<file path="config.mk">
export PLATFORM = sky130hd
export DESIGN_NAME = ptp_lane
export DESIGN_NICKNAME = d
export VERILOG_FILES = /design/src/design/ptp_pkg.sv /design/src/design/ptp_lane.sv
export SDC_FILE = /design/constraint.sdc
export NUM_CORES = 2
export LEC_CHECK = 0
export BUFFER_PORTS_ARGS = -buffer_cell sky130_fd_sc_hd__clkbuf_2
export CORE_UTILIZATION = 55
export CTS_BUF_LIST = sky130_fd_sc_hd__clkbuf_4 sky130_fd_sc_hd__clkbuf_8
export CTS_CLUSTER_SIZE = 16
export DETAILED_ROUTE_END_ITERATION = 12
export GPL_TIMING_DRIVEN = 0
export PLACE_DENSITY = 0.72
export SYNTH_ARGS = -nofsm -noshare
export SYNTH_HDL_FRONTEND = slang
export SYNTH_SLANG_ARGS = --single-unit
</file>
<file path="constraint.sdc">
create_clock -name clk -period 19.19 [get_ports clk]
set_input_delay 0 -clock clk [delete_from_list [all_inputs] [get_ports clk]]
set_output_delay 0 -clock clk [all_outputs]
set_load 0.05 [all_outputs]
</file>
<file path="src/design/ptp_pkg.sv">
// ----------------------------------------------------------------------------
// ptp_pkg
// Types, codes and helpers shared by the perceptron train/predict unit.
// ----------------------------------------------------------------------------
`default_nettype none

package ptp_pkg;

  localparam int N_FEAT  = 4;               // features per sample, one lane each
  localparam int FEAT_W  = 16;              // signed Q8.8 feature
  localparam int WGT_W   = 32;              // signed Q16.16 weight
  localparam int LR_W    = 16;              // unsigned Q0.16 learning rate
  localparam int PROD_W  = WGT_W + FEAT_W;  // exact weight*feature, Q.24
  localparam int LRX_W   = LR_W + 1 + FEAT_W; // lr*feature, Q8.24
  localparam int STEP_W  = LRX_W - 8;       // lr*feature floored to Q16.16
  localparam int ACC_W   = WGT_W + 2;       // weight plus or minus a step

  // features, label, zero pad to whole bytes
  localparam int IN_DATA_W = ((N_FEAT * FEAT_W + 1 + 7) / 8) * 8;

  localparam logic [LR_W-1:0] LR_RESET = 16'd6554;

  localparam logic [31:0] WGT_MAX = 32'h7fff_ffff;
  localparam logic [31:0] WGT_MIN = 32'h8000_0000;

  typedef enum logic [1:0] {
    ACT_PREDICT = 2'd0,
    ACT_TRAIN   = 2'd1,
    ACT_CLEAR   = 2'd2,
    ACT_SPARE   = 2'd3
  } action_t;

  typedef enum logic [1:0] {
    ST_IDLE = 2'd0,
    ST_MUL  = 2'd1,
    ST_SUM  = 2'd2,
    ST_UPD  = 2'd3
  } state_t;

  localparam logic [1:0] ERR_ZERO = 2'b00;
  localparam logic [1:0] ERR_POS  = 2'b01;
  localparam logic [1:0] ERR_NEG  = 2'b11;

  localparam logic REG_LR = 1'b0;  // register index of the learning rate

  typedef logic signed [PROD_W-1:0] prod_t;

  typedef struct packed {
    logic mul_en;  // capture product and step
    logic upd_en;  // apply the step to the weight
    logic clr;     // zero the weight
    logic neg;     // subtract the step instead of adding it
  } lane_ctl_t;

  typedef struct packed {
    logic             sat;
    logic [WGT_W-1:0] value;
  } wgt_upd_t;

  // Add or subtract a step and clip to the signed 32-bit range.
  function automatic wgt_upd_t upd_weight(input logic [WGT_W-1:0] w,
                                          input logic [ACC_W-1:0] step,
                                          input logic             neg);
    logic [ACC_W-1:0] acc;
    wgt_upd_t         res;
    acc = {{2{w[WGT_W-1]}}, w} + (neg ? (~step + 1'b1) : step);
    res.sat = (acc[ACC_W-1:WGT_W-1] != {3{acc[WGT_W-1]}});
    if (res.sat) begin
      res.value = acc[ACC_W-1] ? WGT_MIN : WGT_MAX;
    end else begin
      res.value = acc[WGT_W-1:0];
    end
    return res;
  endfunction

endpackage

`default_nettype wire

</file>
<file path="src/design/ptp_lane.sv">
// ----------------------------------------------------------------------------
// ptp_lane
// One feature lane: holds its weight, forms weight*feature for the
// prediction and the floored lr*feature step, then applies the update or clears the weight.
// ----------------------------------------------------------------------------
`default_nettype none

module ptp_lane
  import ptp_pkg::*;
(
  input  wire logic                     clk,
  input  wire logic                     rst_n,
  input  wire lane_ctl_t                ctl,
  input  wire logic signed [FEAT_W-1:0] feature,
  input  wire logic        [LR_W-1:0]   lr,
  output prod_t                         prod,
  output logic                          sat
);

  logic        [WGT_W-1:0]  weight_r, weight_nxt;
  prod_t                    prod_r, prod_nxt;
  logic signed [STEP_W-1:0] step_r, step_nxt;
  logic signed [LRX_W-1:0]  lr_x;
  wgt_upd_t                 upd;

  always_comb begin
    lr_x     = $signed({1'b0, lr}) * feature;
    prod_nxt = ctl.mul_en ? prod_t'($signed(weight_r) * feature) : prod_r;
    // drop the low byte: floor to Q16.16
    step_nxt = ctl.mul_en ? lr_x[LRX_W-1:8] : step_r;

    upd = upd_weight(weight_r, ACC_W'(step_r), ctl.neg);
    sat = 1'b0;
    weight_nxt = weight_r;
    if (ctl.clr) begin
      weight_nxt = '0;
    end else if (ctl.upd_en) begin
      weight_nxt = upd.value;
      sat        = upd.sat;
    end
  end

  always_ff @(posedge clk) begin
    if (!rst_n) begin
      weight_r <= '0;
    end else begin
      weight_r <= weight_nxt;
    end
  end

  always_ff @(posedge clk) begin
    prod_r <= prod_nxt;
    step_r <= step_nxt;
  end

  assign prod = prod_r;

endmodule

`default_nettype wire

</file>
* After elaboration in Yosys (flattened, before gate mapping)
Index checks and enable logic that the tools add are counted.
Word-level totals: logic and storage cells 16, output and inout port bits 49, bits of input ports 38, bits in registers 105
Cells by class: muxes and demuxes 5, multipliers 2, equal/unequal tests 1, add/subtract/negate cells 2, bitwise gates (word level) 2, reductions and logical operators 1
Operators with widths (number):
- $mux 32 | 2
- $mul 32x16->48 | 1
- $add 34x1->34 const B | 1
- $add 34x34->34 | 1
- $mux 34 | 1
- $not 34->34 | 1
- $mul 17x16->33 | 1
- $mux 1 | 2
- $ne 2x2->1 | 1
- $reduce_or 2->1 | 1
- $not 1->1 | 1

* Longest topological paths before layout
word-level depth 7, depth in mapped cells 27, depth with buffers taken out 25

* Least setup slack after synthesis
OpenSTA, ideal clock, no wires.
path type register to register, start point register weight_r[15], end point register prod_r[47] (netlist: prod[47]), data pin, clock period less this slack 6.400 ns, stages on the path, launching flop included 24, slack 12.790 ns, arrival 6.136 ns, setup time 0.264 ns, data required time 18.926 ns, buffers on the path 2, path through dfxtp_1 -> clkbuf_1 -> nand2_1 -> fa_1 -> fa_1 -> fa_1 -> inv_1 -> fa_1 -> fa_1 -> inv_1 -> fa_1 -> inv_1 -> ha_1 -> clkbuf_1 -> and3_1 -> and3_1 -> nand3_1 -> o211ai_1 -> o21ai_0 -> a41oi_1 -> a31oi_1 -> o211ai_1 -> o31ai_1 -> xnor2_1
Between the ends: word-level cells in the longest chain between the ends 1
Ends and longest elaborated chain:
- start: declaration | line ptp_lane.sv:20 | logic [WGT_W-1:0] weight_r, weight_nxt;
- start signal: assignment | line ptp_lane.sv:47 | weight_r <= weight_nxt;
- $mul 32x16->48 | line ptp_lane.sv:28 | prod_nxt = ctl.mul_en ? prod_t'($signed(weight_r) * feature) : prod_r;
- end signal: assignment | line ptp_lane.sv:52 | prod_r <= prod_nxt;
- end: declaration | line ptp_lane.sv:21 | prod_t prod_r, prod_nxt;
No other way between the ends. A chain may end at the register's enable or synchronous reset.

* Worst setup path after layout
start point register weight_r[14], end point register prod_r[47] (netlist: prod[47]), data pin
Same word-level chain as after synthesis.

==> results.yml <==
route:
  route.detailed.drc: 0
  drt_wl_total_mm: 84.3
  top_layer: "met4"
  avgRoutedWirePerCell_um: 19.3
  post_drt_via_cell_ratio: 5.50
  met2_length_mm: 38.8
  firstDrtPassIters: 8
  drt_iter0_drc: 1577
  wl_met3_mm: 7.69
  ant_nets: 0
  met1_length_mm: 33.2
  num_vias: 24000
global_routing:
  grt_max_degree: 40
  first_global_vias: 25000
  grt_overflow: 0
  antenna_found_initial: 2
  grt.total_usage_pct: 30.0
  grt_pass1_wl_mm: 135
logic_synthesis:
  synth_edf_count: 73
  synth.net_count: 4505
  synth_top_area_share_pct: 42.7
  synth_area_per_cell_sq_um: 9.06
  ys_seq_area_share_pct: 8.88
  synth_area_leaders: "fa_1 (43%), ha_1 (10%), inv_1 (9.5%), edfxtp_1 (6.9%), and2_1 (6.0%)"
  synth_commonest_cells: "inv_1 (806), fa_1 (680), nand2_1 (493), and2_1 (304), ha_1 (267)"
  ys_warn_count: 0
  yosysTopAreaCell: "fa_1"
  syn-cell-area_sq_um: 31900
  synth.most_common_cell: "inv_1"
  async_flop_share_pct: 0
  netlist_instances: 3520
  yosys_register_bits: 105
  ys.flop_type: "edfxtp_1"
  ys_types: 71
pwr:
  p_total_mw: 4.78
  powerDensity_nw_per_um2: 143
  irDropWorstVdd_mv: 0.300
  power.leakage_nw: 16.7
place:
  dp.cells: 4348
  hpwlAfterDp_mm: 70.3
  place_congestion: 0.971
  numPortBuffers: 71
floorplanning:
  dieArea_sq_um: 59000
  rows: 87
  core_sq_um: 56800
  die-width_um: 243
  ioPinCount: 87
  initial_utilization_pct: 56.1
  die_y_um: 243
sta:
  setup_tns_ns: 0
  rsz0062_at_grt: "no"
  fin_crit_sh_pct: 44.9
  hold_ws_ns: 0.0404
  hold_violations: 0
  slew_viol_final: 0
  finalCriticalPeriod_ns: 8.61
  worst_pin_slew_ns: 1.26
  fmax_ghz: 0.116
  fin_skew_ns: 0.0387
  setup_viol: 0
  slew_headroom_pct: 16.0
clocking:
  htreeDepth: 3
  root_buffer: "clkbuf_8"
  clkTransAtPathRegs_ns: 0.14
  postCtsHoldBufs: 0
  insertion_delay_ns: 0.49
  numCtsBuffers: 9
  clock_path_buffers: 2
  clkSinkCount: 105
  cts_setup_buffers: 0
  cts_tree: "built"
  cts_resized: 0
worst_setup_path:
  r2r-end: "prod[47]$_DFFE_PP_"
  timing.rr.start: "weight_r[14]$_SDFFE_PP0P_"
  worstSetupPathType: "reg -> reg"
  path_max_fanout: 10
  r2r_slack_ns: 10.58
  worstPathRequired_ns: 19.42
  cp-end-kind: "flip-flop"
  start_kind: "flip-flop"
  worst_r2r_path_depth: 23
  arrival_ns: 8.84
hold_path:
  hold_path_end: "weight_r[31]$_SDFFE_PP0P_"
  hp-start: "ctl[2]"
  hold_path_class: "in -> reg"
  hold_depth: 3
layout:
  finalNonFillerCells: 4371
  fin_util_pct: 58.9
  drive_above_1_share_pct: 3.96
  nNetsFinal: 4588
  syn2layout_area_growth_pct: 4.91
status:
  status: "finished clean"
flow_run:
  maxCapViolCount: 0
layout by cell type (no fill, tap or decap), types with 5 or more instances in the layout:
| cell type | instances |
|---|---|
| clkbuf_1 | 148 |
| o21a_1 | 17 |
| nand2b_1 | 28 |
| ha_1 | 267 |
| nand4_1 | 13 |
| nor4_1 | 5 |
| nand2_1 | 493 |
| a211o_1 | 6 |
| a211oi_1 | 10 |
| diode_2 | 7 |
| or3_1 | 6 |
| dfxtp_1 | 32 |
| o31ai_1 | 12 |
| clkbuf_8 | 9 |
| a21oi_2 | 31 |
| a21o_1 | 50 |
| nor2b_1 | 12 |
| fa_1 | 680 |
| nand3_1 | 22 |
| o211ai_1 | 6 |
| a31oi_1 | 15 |
| xor2_1 | 31 |
| edfxtp_1 | 73 |
| and3_1 | 10 |
| a21oi_1 | 81 |
| and2_1 | 304 |
| o21bai_1 | 25 |
| nor3_1 | 12 |
| clkbuf_2 | 70 |
| o21ai_0 | 86 |
| nor2_1 | 75 |
| xnor2_1 | 94 |
| inv_1 | 806 |
critical path: stages (launching register included):
cell and delay (ns):
dfxtp_1 0.67, clkbuf_1 0.58, nand2_1 0.17, fa_1 0.54, fa_1 0.48, fa_1 0.58, inv_1 0.07, fa_1 0.49
fa_1 0.50, inv_1 0.05, fa_1 0.48, inv_1 0.05, ha_1 0.26, clkbuf_1 0.27, and3_1 0.30, and3_1 0.22
nand3_1 0.08, o211ai_1 0.68, o21ai_0 0.43, a41oi_1 0.57, a31oi_1 0.29, o211ai_1 0.31, o31ai_1 0.12, xnor2_1 0.14
sequential cells by signal, indices dropped and copies added, names as in the netlist:
| register | cells |
|---|---|
| prod | 48 |
| step_r | 25 |
| weight_r | 32 |
cell type report:
class | count | area [sq um]
Antenna cell | 7 | 17.5
Fill cell | 5147 | 23400
Sequential cell | 105 | 2830
Clock inverter | 7 | 100
Buffer | 158 | 632
Timing Repair Buffer | 72 | 378
Multi-Input combinational cell | 2450 | 25400
Tap cell | 756 | 946
Inverter | 807 | 3030
Clock buffer | 9 | 124
power breakdown:
group | total [mW] | internal (mW) | switching, mW | leakage (nW)
Combinational | 4.05 | 1.59 | 2.45 | 15.6
Sequential | 0.562 | 0.500 | 0.0620 | 0.981
Clock | 0.172 | 0.0646 | 0.107 | 0.112
Total | 4.78 | 2.16 | 2.62 | 16.7
worst max-delay path by stage:
stage                                         start            endpoint  slack [ns]  depth (start not counted)
after floorplan           weight_r[15]$_SDFFE_PP0P_  prod[47]$_DFFE_PP_       12.79                         23
after global placement                   feature[1]  prod[47]$_DFFE_PP_       10.81                         25
after detailed placement  weight_r[14]$_SDFFE_PP0P_  prod[47]$_DFFE_PP_       10.76                         23
after CTS                 weight_r[14]$_SDFFE_PP0P_  prod[47]$_DFFE_PP_       10.70                         23
after global routing      weight_r[14]$_SDFFE_PP0P_  prod[47]$_DFFE_PP_       10.38                         23
final                     weight_r[14]$_SDFFE_PP0P_  prod[47]$_DFFE_PP_       10.58                         23
cell families after synthesis:
| kind of cell | share of synthesized area (%) |
|---|---|
| and+or+nand+nor | 15.1 |
| buffers and inverters | 11.5 |
| adders and majority gates | 53.1 |
| AOI/OAI and AO/OA | 7.83 |
| xor gates and xnor gates | 3.43 |
| DFF | 8.88 |
| muxes | 0.0941 |
through the flow:
stage / cell area, sq um / worst slack [ns]
final: 33500 / 10.58
after global routing: 33500 / 10.38
after CTS: 33400 / 10.70
after detailed placement: 33200 / 10.76
after global placement: 33200 / 10.81
after floorplan: 31900 / 12.79
routing by layer:
layer / vias to the layer above / track usage, %
met5: - / 0
met4: 0 / 14.2
met3: 255 / 6.24
li1: 10800 / -
met1: 12000 / 38.4
met2: 998 / 48.8
(Power assumes the default switching activity.)
