==> src/design/ptp_pkg.sv <==
// ----------------------------------------------------------------------------
// ptp_pkg
// Types, codes and helpers shared by the perceptron train/predict unit.
// ----------------------------------------------------------------------------
`default_nettype none

package ptp_pkg;

  localparam int N_FEAT  = 4;               // features per sample, one lane each
  localparam int FEAT_W  = 16;              // signed Q8.8 feature
  localparam int WGT_W   = 32;              // signed Q16.16 weight
  localparam int LR_W    = 16;              // unsigned Q0.16 learning rate
  localparam int PROD_W  = WGT_W + FEAT_W;  // exact weight*feature, Q.24
  localparam int LRX_W   = LR_W + 1 + FEAT_W; // lr*feature, Q8.24
  localparam int STEP_W  = LRX_W - 8;       // lr*feature floored to Q16.16
  localparam int ACC_W   = WGT_W + 2;       // weight plus or minus a step

  // features, label, zero pad to whole bytes
  localparam int IN_DATA_W = ((N_FEAT * FEAT_W + 1 + 7) / 8) * 8;

  localparam logic [LR_W-1:0] LR_RESET = 16'd6554;

  localparam logic [31:0] WGT_MAX = 32'h7fff_ffff;
  localparam logic [31:0] WGT_MIN = 32'h8000_0000;

  typedef enum logic [1:0] {
    ACT_PREDICT = 2'd0,
    ACT_TRAIN   = 2'd1,
    ACT_CLEAR   = 2'd2,
    ACT_SPARE   = 2'd3
  } action_t;

  typedef enum logic [1:0] {
    ST_IDLE = 2'd0,
    ST_MUL  = 2'd1,
    ST_SUM  = 2'd2,
    ST_UPD  = 2'd3
  } state_t;

  localparam logic [1:0] ERR_ZERO = 2'b00;
  localparam logic [1:0] ERR_POS  = 2'b01;
  localparam logic [1:0] ERR_NEG  = 2'b11;

  localparam logic REG_LR = 1'b0;  // register index of the learning rate

  typedef logic signed [PROD_W-1:0] prod_t;

  typedef struct packed {
    logic mul_en;  // capture product and step
    logic upd_en;  // apply the step to the weight
    logic clr;     // zero the weight
    logic neg;     // subtract the step instead of adding it
  } lane_ctl_t;

  typedef struct packed {
    logic             sat;
    logic [WGT_W-1:0] value;
  } wgt_upd_t;

  // Add or subtract a step and clip to the signed 32-bit range.
  function automatic wgt_upd_t upd_weight(input logic [WGT_W-1:0] w,
                                          input logic [ACC_W-1:0] step,
                                          input logic             neg);
    logic [ACC_W-1:0] acc;
    wgt_upd_t         res;
    acc = {{2{w[WGT_W-1]}}, w} + (neg ? (~step + 1'b1) : step);
    res.sat = (acc[ACC_W-1:WGT_W-1] != {3{acc[WGT_W-1]}});
    if (res.sat) begin
      res.value = acc[ACC_W-1] ? WGT_MIN : WGT_MAX;
    end else begin
      res.value = acc[WGT_W-1:0];
    end
    return res;
  endfunction

endpackage

`default_nettype wire

==> src/design/ptp_merge.sv <==
// ----------------------------------------------------------------------------
// ptp_merge
// Sums the bias and the lane products and registers the class decision.
// ----------------------------------------------------------------------------
`default_nettype none

module ptp_merge
  import ptp_pkg::*;
(
  input  wire logic             clk,
  input  wire logic             en,
  input  wire logic [WGT_W-1:0] bias,
  input  wire prod_t            prods [N_FEAT],
  output logic                  pred
);

  localparam int SUM_W = PROD_W + $clog2(N_FEAT + 1) + 1;

  logic signed [SUM_W-1:0] sum;
  logic                    pred_r, pred_nxt;

  always_comb begin
    // bias is Q16.16, products are Q.24
    sum = $signed({{(SUM_W-WGT_W-8){bias[WGT_W-1]}}, bias, 8'h00});
    for (int i = 0; i < N_FEAT; i++) begin
      sum = sum + SUM_W'(prods[i]);
    end
    pred_nxt = en ? (!sum[SUM_W-1] && (sum != '0)) : pred_r;
  end

  always_ff @(posedge clk) begin
    pred_r <= pred_nxt;
  end

  assign pred = pred_r;

endmodule

`default_nettype wire

==> config.mk <==
export PLATFORM = sky130hd
export DESIGN_NAME = ptp_merge
export DESIGN_NICKNAME = d
export VERILOG_FILES = /design/src/design/ptp_pkg.sv /design/src/design/ptp_merge.sv
export SDC_FILE = /design/constraint.sdc
export NUM_CORES = 1
export LEC_CHECK = 0
export BUFFER_PORTS_ARGS = -buffer_cell sky130_fd_sc_hd__clkbuf_2
export CAP_MARGIN = 10
export CORE_UTILIZATION = 50
export DETAILED_ROUTE_END_ITERATION = 8
export GPL_TIMING_DRIVEN = 0
export HOLD_SLACK_MARGIN = 0.1
export PLACE_DENSITY = 0.8
export SYNTH_ARGS = -nofsm -noshare
export SYNTH_HDL_FRONTEND = slang
export SYNTH_SLANG_ARGS = --single-unit
==> constraint.sdc <==
create_clock -name clk -period 6.6 [get_ports clk]
set_clock_uncertainty 0.1 [all_clocks]
set_input_delay 0.33 -clock clk [delete_from_list [all_inputs] [get_ports clk]]
set_output_delay 0.33 -clock clk [all_outputs]
set_load 0.01 [all_outputs]
== Yosys cells after proc, flatten, opt, wreduce, memory -nomap -nowiden ==
Index checks and enable logic that the tools add are counted.
Word-level totals
  flip-flop bits (word level): 1
  bits in latches: 0
  RAM bits: 0
  bits in read-only memories: 0
  output and inout bits: 1
  logic and storage cells: 8
  memories: 0
Operators by class
  $add $sub $neg: 4
  $mul: 0
  divide/modulo/power cells: 0
  magnitude comparators: 0
  eq/ne operators: 0
  shift operators: 0
  mux-type cells: 0
  bitwise gates (word level): 0
  reduce and logical (&&, ||, !) cells: 3
Operators with widths (number)
  51-bit by 48-bit adder with 52-bit output: 1
  52-bit nonzero test: 1
  50-bit by 48-bit adder with 51-bit output: 1
  49-bit by 48-bit adder with 50-bit output: 1
  40-bit by 48-bit adder with 49-bit output: 1
  1-bit logical AND: 1
  1-bit logical NOT: 1

== Longest topological paths before layout ==
Gate-level depths: netlist of run 1.
  depth after elaboration: 6
  gate-level depth with buffers: 21

== Worst setup path before layout of run 1 ==
OpenSTA, ideal clock, no wires.
  path kind: input to register
  from: in bias[31]
  to: reg pred_r, in the netlist pred, data pin
  arrival time: 4596 ps
  slack: 1645 ps
  cell stages on the path: 21
  cell sequence: inv_1 -> fa_1 -> inv_1 -> fa_1 -> inv_1 -> fa_1 -> inv_1 -> ha_1 -> buf_2 -> a21o_1 -> a21oi_1 -> o21bai_1 -> a221o_1 -> a21oi_1 -> o22ai_1 -> or4_1 -> nor4_2 -> nand4_1 -> nor4_2 -> nand4_1 -> o31a_1
Between the ends
  longest elaborated chain between the ends: 6
  elaborated cells between the ends (all ways): 7
  those cells by class: add/sub (4); reduce/logical (3)
Ends and longest elaborated chain
  from (decl): RTL line ptp_merge.sv:12  | input wire logic [WGT_W-1:0] bias,
  40-bit by 48-bit adder with 49-bit output *: RTL line ptp_merge.sv:26  | sum = sum + SUM_W'(prods[i]);
  49-bit by 48-bit adder with 50-bit output *: RTL line ptp_merge.sv:26
  50-bit by 48-bit adder with 51-bit output *: RTL line ptp_merge.sv:26
  51-bit by 48-bit adder with 52-bit output *: RTL line ptp_merge.sv:26
  52-bit nonzero test or 1-bit logical NOT (tied branches): RTL line ptp_merge.sv:28  | pred_nxt = en ? (!sum[SUM_W-1] && (sum != '0)) : pred_r;
  1-bit logical AND *: RTL line ptp_merge.sv:28
  to (signal assigned): RTL line ptp_merge.sv:32  | pred_r <= pred_nxt;
  to (decl): RTL line ptp_merge.sv:20  | logic pred_r, pred_nxt;
Every way passes the cells marked *; elsewhere a longest branch is shown, timed or not.
A chain may end at the register's enable or synchronous reset.

== Worst setup path after layout of run 1 ==
Same ends and word-level chain as after synthesis.

==> summary.txt, run 1 <==
Global routing
  – Vias in the first global route: 6825
  – Global-route total usage across every layer: 21.8%
  – Met3 Track Usage GR: 1.74%
  – Overflow left after global routing: 0
  – Initial antenna violation count: 0
  – Most Crowded Layer GR: met2
  – Met2 capacity usage during global routing: 40.5%
  – Grt met1 use: 28.3%
  – Global-route wire length before repair: 28000 µm
  – Largest net degree at the start of global routing: 11

Worst setup path
  – Ordered list of cells on the worst path: clkbuf_2, inv_1, fa_1, inv_1, fa_1, fa_1, ha_1, clkbuf_1, o32ai_1, a211oi_1, o311ai_0, nor4_2, nand4_1, or4_1, nor4_2, nand4_1, nor4_2, nand4_1, o31a_1
  – Critical path fanouts, max: 9
  – Biggest cell delay along the critical path: 570 ps
  – Category of the worst setup path capture point: register
  – Worst endpoint required time: roughly 6200 ps
  – Endpoint arrival time on the critical path: 5400 ps
  – Path type of the worst setup path: input pin to register
  – Setup crit start: bias[31]
  – Critical path startpoint category: input pin
  – Cell with the biggest individual delay on the critical path: fa_1

Route
  – Average wire per cell in the routed design: 11.7 µm
  – Vias after detailed routing: around 6900
  – Initial drt markers: 284
  – Number of iterations in the first detailed-routing pass: 5
  – Antenna viol nets, final: 0
  – Overall routed net length: 16200 µm
  – Residual DRC count: 0
  – Vias per inst: between 5 and 6

Synth
  – Number of distinct library cell variants in the gate-level netlist after synthesis: 73
  – Number of enable flip-flop cells after synthesis: 1
  – Synth Area per Inst: 7.65 µm²
  – Post-synthesis sequential element count: 1
  – Total standard cell area after synthesis: about 0.0075 mm²
  – Dominant combinational cell family by area after synthesis: adder cells
  – Area leader, netlist: fa_1
  – Synthesized instance count: between 900 and 1000
  – Post-Synth Simple-Gate Area: 12.8%
  – Share of synthesized area spent on multiplexers: 0.687%
  – Post-Synthesis Net Count: 1397
  – Top FF cell, synth: edfxtp_1
  – Share of synthesized registers carrying an async set or reset: 0%
  – Top cells by area in the synthesized netlist: fa_1, inv_1, ha_1
  – Top-area cell type share of the netlist area: 37.3%
  – Synth Area in XOR/XNOR: 2.92%
  – Syn. warnings: 0
  – Sequential cell area fraction in the yosys report: 0.402%
  – Adder-cell area share of the yosys netlist: 46.8%
  – Compound-Gate Fraction of Synth Area: 17.7%

Final layout
  – Flip-flop count of the largest register, all copies and words added: 1
  – Cell Count, Final, Fillers Out: between 1000 and 1500
  – Ant. Diodes: 0
  – Area used by sequential logic in the layout: 30.0 µm²
  – Fill cell total of the finished layout: approximately 1300
  – Leading cell types in the layout, fill and taps excluded: inv_1, clkbuf_2, fa_1
  – Share of cells above drive strength 1: around 22%
  – Most common cell after layout, fill and taps aside: inv_1
  – Net total in the final layout: between 1500 and 2000
  – Synthesis-to-finish area growth: 18.2%
  – Area taken by multi-input logic gates: 0.00604 mm²

Floorplanning
  – # rows: 44
  – Core area: ~0.015 mm²
  – Vert. Die Dim: 124 µm
  – Die span in x: approximately 120 µm
  – Die area: 0.0154 mm²
  – Count of pins on the block boundary: between 200 and 250
  – Effective utilization at floorplan: 51.4%

Timing
  – Minimum period implied by the final worst setup slack: 5760 ps
  – Final Cycle Share: 87.3%
  – Number of setup violations in the final report: 0
  – Max Fclk: between 0.15 and 0.2 GHz
  – Count of final hold-check violations: 0
  – Slew at the pin with the worst max-slew slack: approximately 550 ps
  – Worst slew margin: 62.7%
  – Final Max Slew Viols: 0
  – Setup repair after global routing missed its margin: no
  – Worst-case setup margin in the final layout: 836 ps
  – Final total negative setup slack: 0 ps

Power
  – Power Density: around 330 mW/mm²
  – Sequential Power Share: 0.5%
  – Maximum vdd drop: ~0.12 mV
  – Sw Share: between 50 and 60%
  – Clock power share: 0%
  – Relative contribution of combinational cells to total power: a little under 100%
  – Internal cell power: 1160 µW
  – Switching power: 1730 µW
  – Static leakage power: 0.00512 µW

Placed design
  – Worst slack at placement: 840 ps
  – # port buffers: 226
  – Gp weighted congestion: just under 0.9
  – Placed Cells: 1385
  – Half-perimeter wire length after detailed placement: between 15000 and 20000 µm

Run status
  – Run status: finished, final reports clean

Worst hold path
  – Path class of the lowest-slack min-delay path: input pin to register
  – Beginning of the worst hold path: en

Clock tree
  – # Post-CTS Setup Buffers: 0
  – Resized Gates After CTS: 0
  – Hold bufs inserted after CTS: 0
  – Clock slew at reported path FFs: 0 ps

Job
  – Total of max-cap violations: 0
## layout make-up
type	count	area share [%]
Multi-Input combinational cell	612	68.5
Inverter	330	14.0
Timing Repair Buffer	226	12.8
Tap cell	184	2.61
Buffer	32	1.73
Sequential cell	1	0.340
## stage by stage
step	instance area [µm²]	util, %	hold WS, ps	power [µW]
global placement	8820	60.7	429	2830
detailed placement	8820	60.7	443	2860
CTS	8820	60.7	443	2880
floorplan	7460	-	342	2220
finish	8820	60.7	441	2890
global route	8820	60.7	442	3270
## kinds of logic (layout without fill, tap and decap cells)
family,count (synthesis),in the layout
buffers and inverters,362,588
AOI/OAI and AO/OA,200,200
adders and majority gates,196,196
and+or+nand+nor,187,187
xor gates and xnor gates,24,24
muxes,5,5
DFF,1,1
## worst max-delay path: cells and delay by family
| family | cells | cell delay (ps) |
|---|---|---|
| and+or+nand+nor | 7 | 1590 |
| adders and majority gates | 4 | 1760 |
| AOI/OAI and AO/OA | 4 | 900 |
| buffers and inverters | 4 | 800 |
## synthesized netlist by cell type, types with 9 or more instances
library cell    n
inv_1         329
nand4_1        25
a31oi_1         9
o211ai_1        9
xor2_1         10
o21a_1         10
buf_2          14
xnor2_1        13
nand2_1        46
ha_1           57
nor3_1          9
a21oi_1        58
a21o_1         21
fa_1          139
nor2_1         50
nand3_1        12
clkbuf_1       15
o21ai_0        37
## power by group through the flow
stage / sequential [µW] / clock [µW] / combinational, µW
6_report: 13.2 / 0 / 2880
2_1_floorplan: 14.9 / 0 / 2210
5_1_grt: 13.4 / 0 / 3260
3_5_place_dp: 13.4 / 0 / 2850
4_1_cts: 13.4 / 0 / 2870
3_3_place_gp: 12.8 / 0 / 2810
## layer usage
layer,wire length (µm),share of wire [%]
met5,0,0
met4,78,0.48
met3,1010,6.2
met2,8100,50
met1,7020,43
## final timing paths
| kind | endpoint | slack [ps] | depth (start not counted) |
|---|---|---|---|
| worst max-delay path | pred$_DFFE_PP_ | 840 | 19 |
| worst min-delay path | pred$_DFFE_PP_ | 440 | 1 |
No activity file was read; power rests on OpenSTA's default activity.
==> run 2: changes to the inputs <==
ABC_AREA = 1   (was unset)
PLACE_DENSITY = 0.78   (was 0.8)
==> summary.txt, run 2 <==
Run status
  – Run status: finished, final reports clean

Clock tree
  – Hold bufs inserted after CTS: 0 (unchanged)
  – Clock slew at reported path FFs: 0 ps (unchanged)
  – Resized Gates After CTS: 0 (unchanged)
  – # Post-CTS Setup Buffers: 0 (unchanged)

Synth
  – Share of synthesized registers carrying an async set or reset: 0% (unchanged)
  – Number of distinct library cell variants in the gate-level netlist after synthesis: 27 (-63%)
  – Total standard cell area after synthesis: 0.00855 mm² (+15%)
  – Post-Synthesis Net Count: 1835 (+31%)
  – Sequential cell area fraction in the yosys report: 0.351% (-0.051 points)
  – Top-area cell type share of the netlist area: 32.6% (-4.7 points)
  – Syn. warnings: 0 (unchanged)
  – Area leader, netlist: fa_1
  – Top FF cell, synth: edfxtp_1
  – Post-synth top cells: inv_1, nand2_1, fa_1
  – Post-synthesis sequential element count: 1 (unchanged)
  – Synthesized instance count: 1413 (+45%)
  – Synth Area per Inst: 6.05 µm² (-21%)
  – Dominant cell by count in the synthesized netlist: inv_1
  – Top cells by area in the synthesized netlist: fa_1, inv_1, nand2_1
  – Number of enable flip-flop cells after synthesis: 1 (unchanged)

Route
  – Residual DRC count: 0 (unchanged)
  – Vias after detailed routing: 8499 (+23%)
  – Antenna viol nets, final: 0 (unchanged)
  – Average wire per cell in the routed design: 11.5 µm (-2.0%)
  – Number of iterations in the first detailed-routing pass: 5 (unchanged)
  – Overall routed net length: 21300 µm (+32%)
  – Initial drt markers: 310 (+9.2%)
  – Vias per inst: 4.57 (-8.7%)

Final layout
  – Area taken by multi-input logic gates: 0.00652 mm² (+7.8%)
  – Cell Count, Final, Fillers Out: 1859 (+34%)
  – Area used by sequential logic in the layout: 30.0 µm² (unchanged)
  – Leading cell types in the layout, fill and taps excluded: inv_1, nand2_1, clkbuf_2
  – Synthesis-to-finish area growth: 16.5%
  – Net total in the final layout: 2063 (+27%)
  – Ant. Diodes: 0 (unchanged)
  – Share of cells above drive strength 1: 15.9% (-6.3 points)
  – Util after Layout: 59.8% (-0.91 points)
  – Flip-flop count of the largest register, all copies and words added: 1 (unchanged)
  – Most common cell after layout, fill and taps aside: inv_1
  – Fill cell total of the finished layout: 1725 (+28%)

Power
  – Maximum vdd drop: 0.114 mV (-6.5%)
  – Static leakage power: 0.00666 µW (+30%)
  – Pwr Total: 3210 µW (+11%)
  – Power Density: 323 mW/mm² (-1.5%)

Global routing
  – Largest net degree at the start of global routing: 7 (-4)
  – Vias in the first global route: 8430 (+24%)
  – Global-route wire length before repair: 36800 µm (+31%)
  – Global-route total usage across every layer: 25.4% (+3.7 points)
  – Overflow left after global routing: 0 (unchanged)
  – Initial antenna violation count: 0 (unchanged)

Worst hold path
  – Path class of the lowest-slack min-delay path: input pin to register

Timing
  – Worst slew margin: 76.2% (+13 points)
  – Setup repair after global routing missed its margin: no
  – Hold Slack: 432 ps (-9.48 ps)
  – Max Fclk: 0.207 GHz (+20%)
  – Final total negative setup slack: 0 ps (unchanged)
  – Final Max Slew Viols: 0 (unchanged)
  – Final Cycle Share: 73.1% (-14 points)
  – Slew at the pin with the worst max-slew slack: 358 ps (-196 ps)
  – Count of final hold-check violations: 0 (unchanged)
  – Number of setup violations in the final report: 0 (unchanged)
  – Minimum period implied by the final worst setup slack: 4820 ps (-942 ps)

Floorplanning
  – Vert. Die Dim: 133 µm (+6.9%)
  – # rows: 47 (+6.8%)
  – Count of pins on the block boundary: 227 (unchanged)
  – Core area: 0.0166 mm² (+15%)
  – Die area: 0.0176 mm² (+14%)
  – Die span in x: 133 µm (+6.9%)
  – Effective utilization at floorplan: 51.4% (about the same)

Job
  – Total of max-cap violations: 0 (unchanged)

Placed design
  – Placed Cells: 1859 (+34%)
  – # port buffers: 226 (unchanged)
  – Gp weighted congestion: 0.908 (+3.1%)
  – Half-perimeter wire length after detailed placement: 20300 µm (+35%)

Worst setup path
  – Ordered list of cells on the worst path: clkbuf_2, inv_1, fa_1, inv_1, fa_1, inv_1, fa_1, inv_1, ha_1, nand2_1, inv_1, nand2_1, nor2_1, nand2_1, nor2_1, nand2_1, nand4_1, nand2_1, nor2_1, nand2_1, nor2_1, nand3_1, nor2_1, nor2_1
  – Path type of the worst setup path: input pin to register
  – Biggest cell delay along the critical path: 560 ps (about the same)
  – Critical path startpoint category: input pin
  – Cell with the biggest individual delay on the critical path: fa_1
  – Endpoint arrival time on the critical path: 4460 ps (-940 ps)
  – Worst endpoint required time: 6240 ps (about the same)
  – Critical path fanouts, max: 6 (-3)
  – Category of the worst setup path capture point: register
==> run 2: cell types whose count changed after synthesis, sizes merged, moves of 11 or more <==
cell / before / now
nand2: 46 / 404
inv: 330 / 533
nand4: 25 / 11
nand3: 12 / 57
clkbuf: 15 / 0
a21oi: 60 / 36
nor2: 51 / 111
a31oi: 11 / 0
a21o: 21 / 0
buf: 17 / 0
o21ai: 44 / 9
==> run 2: path summary, 6_finish.rpt <==
| check | depth (start not counted) | start | to |
|---|---|---|---|
| max | 24 | bias[31] | pred$_DFFE_PP_ |
| min | 1 | en | pred$_DFFE_PP_ |
==> run 2: metal layers <==
metal  GRT usage [%]  vias up  wire (µm)
met1            31.3     3833       8980
met4            5.56        0        535
met3            1.03       36       1020
li1                -     4381          -
met5               0        -          0
met2            48.7      249      10800
==> run 2: report_power, final <==
| group | internal (µW) | total, µW | switching (µW) |
|---|---|---|---|
| clock | 0 | 0 | 0 |
| combinational | 1120 | 3200 | 2070 |
| sequential | 12.8 | 13.5 | 0.685 |
| total | 1140 | 3210 | 2070 |
==> run 2: final cells by class <==
| class | instances | area share (%) |
|---|---|---|
| inverter | 533 | 20.1 |
| multi-input combinational | 879 | 65.5 |
| sequential | 1 | 0.302 |
| tap | 220 | 2.77 |
| timing repair buffer | 226 | 11.4 |
==> run 2: critical path, delay by kind of cell <==
family / cells / cell delay (ps)
buffers and inverters: 6 / 680
AND/OR/NAND/NOR: 14 / 1560
adder cells (fa/ha/maj): 4 / 1880
==> run 2: cells by family after synthesis <==
logic type,after synthesis,synth area share (%)
AOI/OAI and AO/OA,53,3.38
xor gates and xnor gates,25,2.56
adders and majority gates,196,40.9
buffers and inverters,533,23.4
DFF,1,0.351
and+or+nand+nor,605,29.4
==> run 2: stage by stage <==
step / area [µm²] / worst slack [ps]
6_report: 9950 / 1780
5_1_grt: 9950 / 1510
4_1_cts: 9950 / 1800
3_5_place_dp: 9950 / 1790
3_3_place_gp: 9950 / 1830
2_1_floorplan: 8550 / 2750
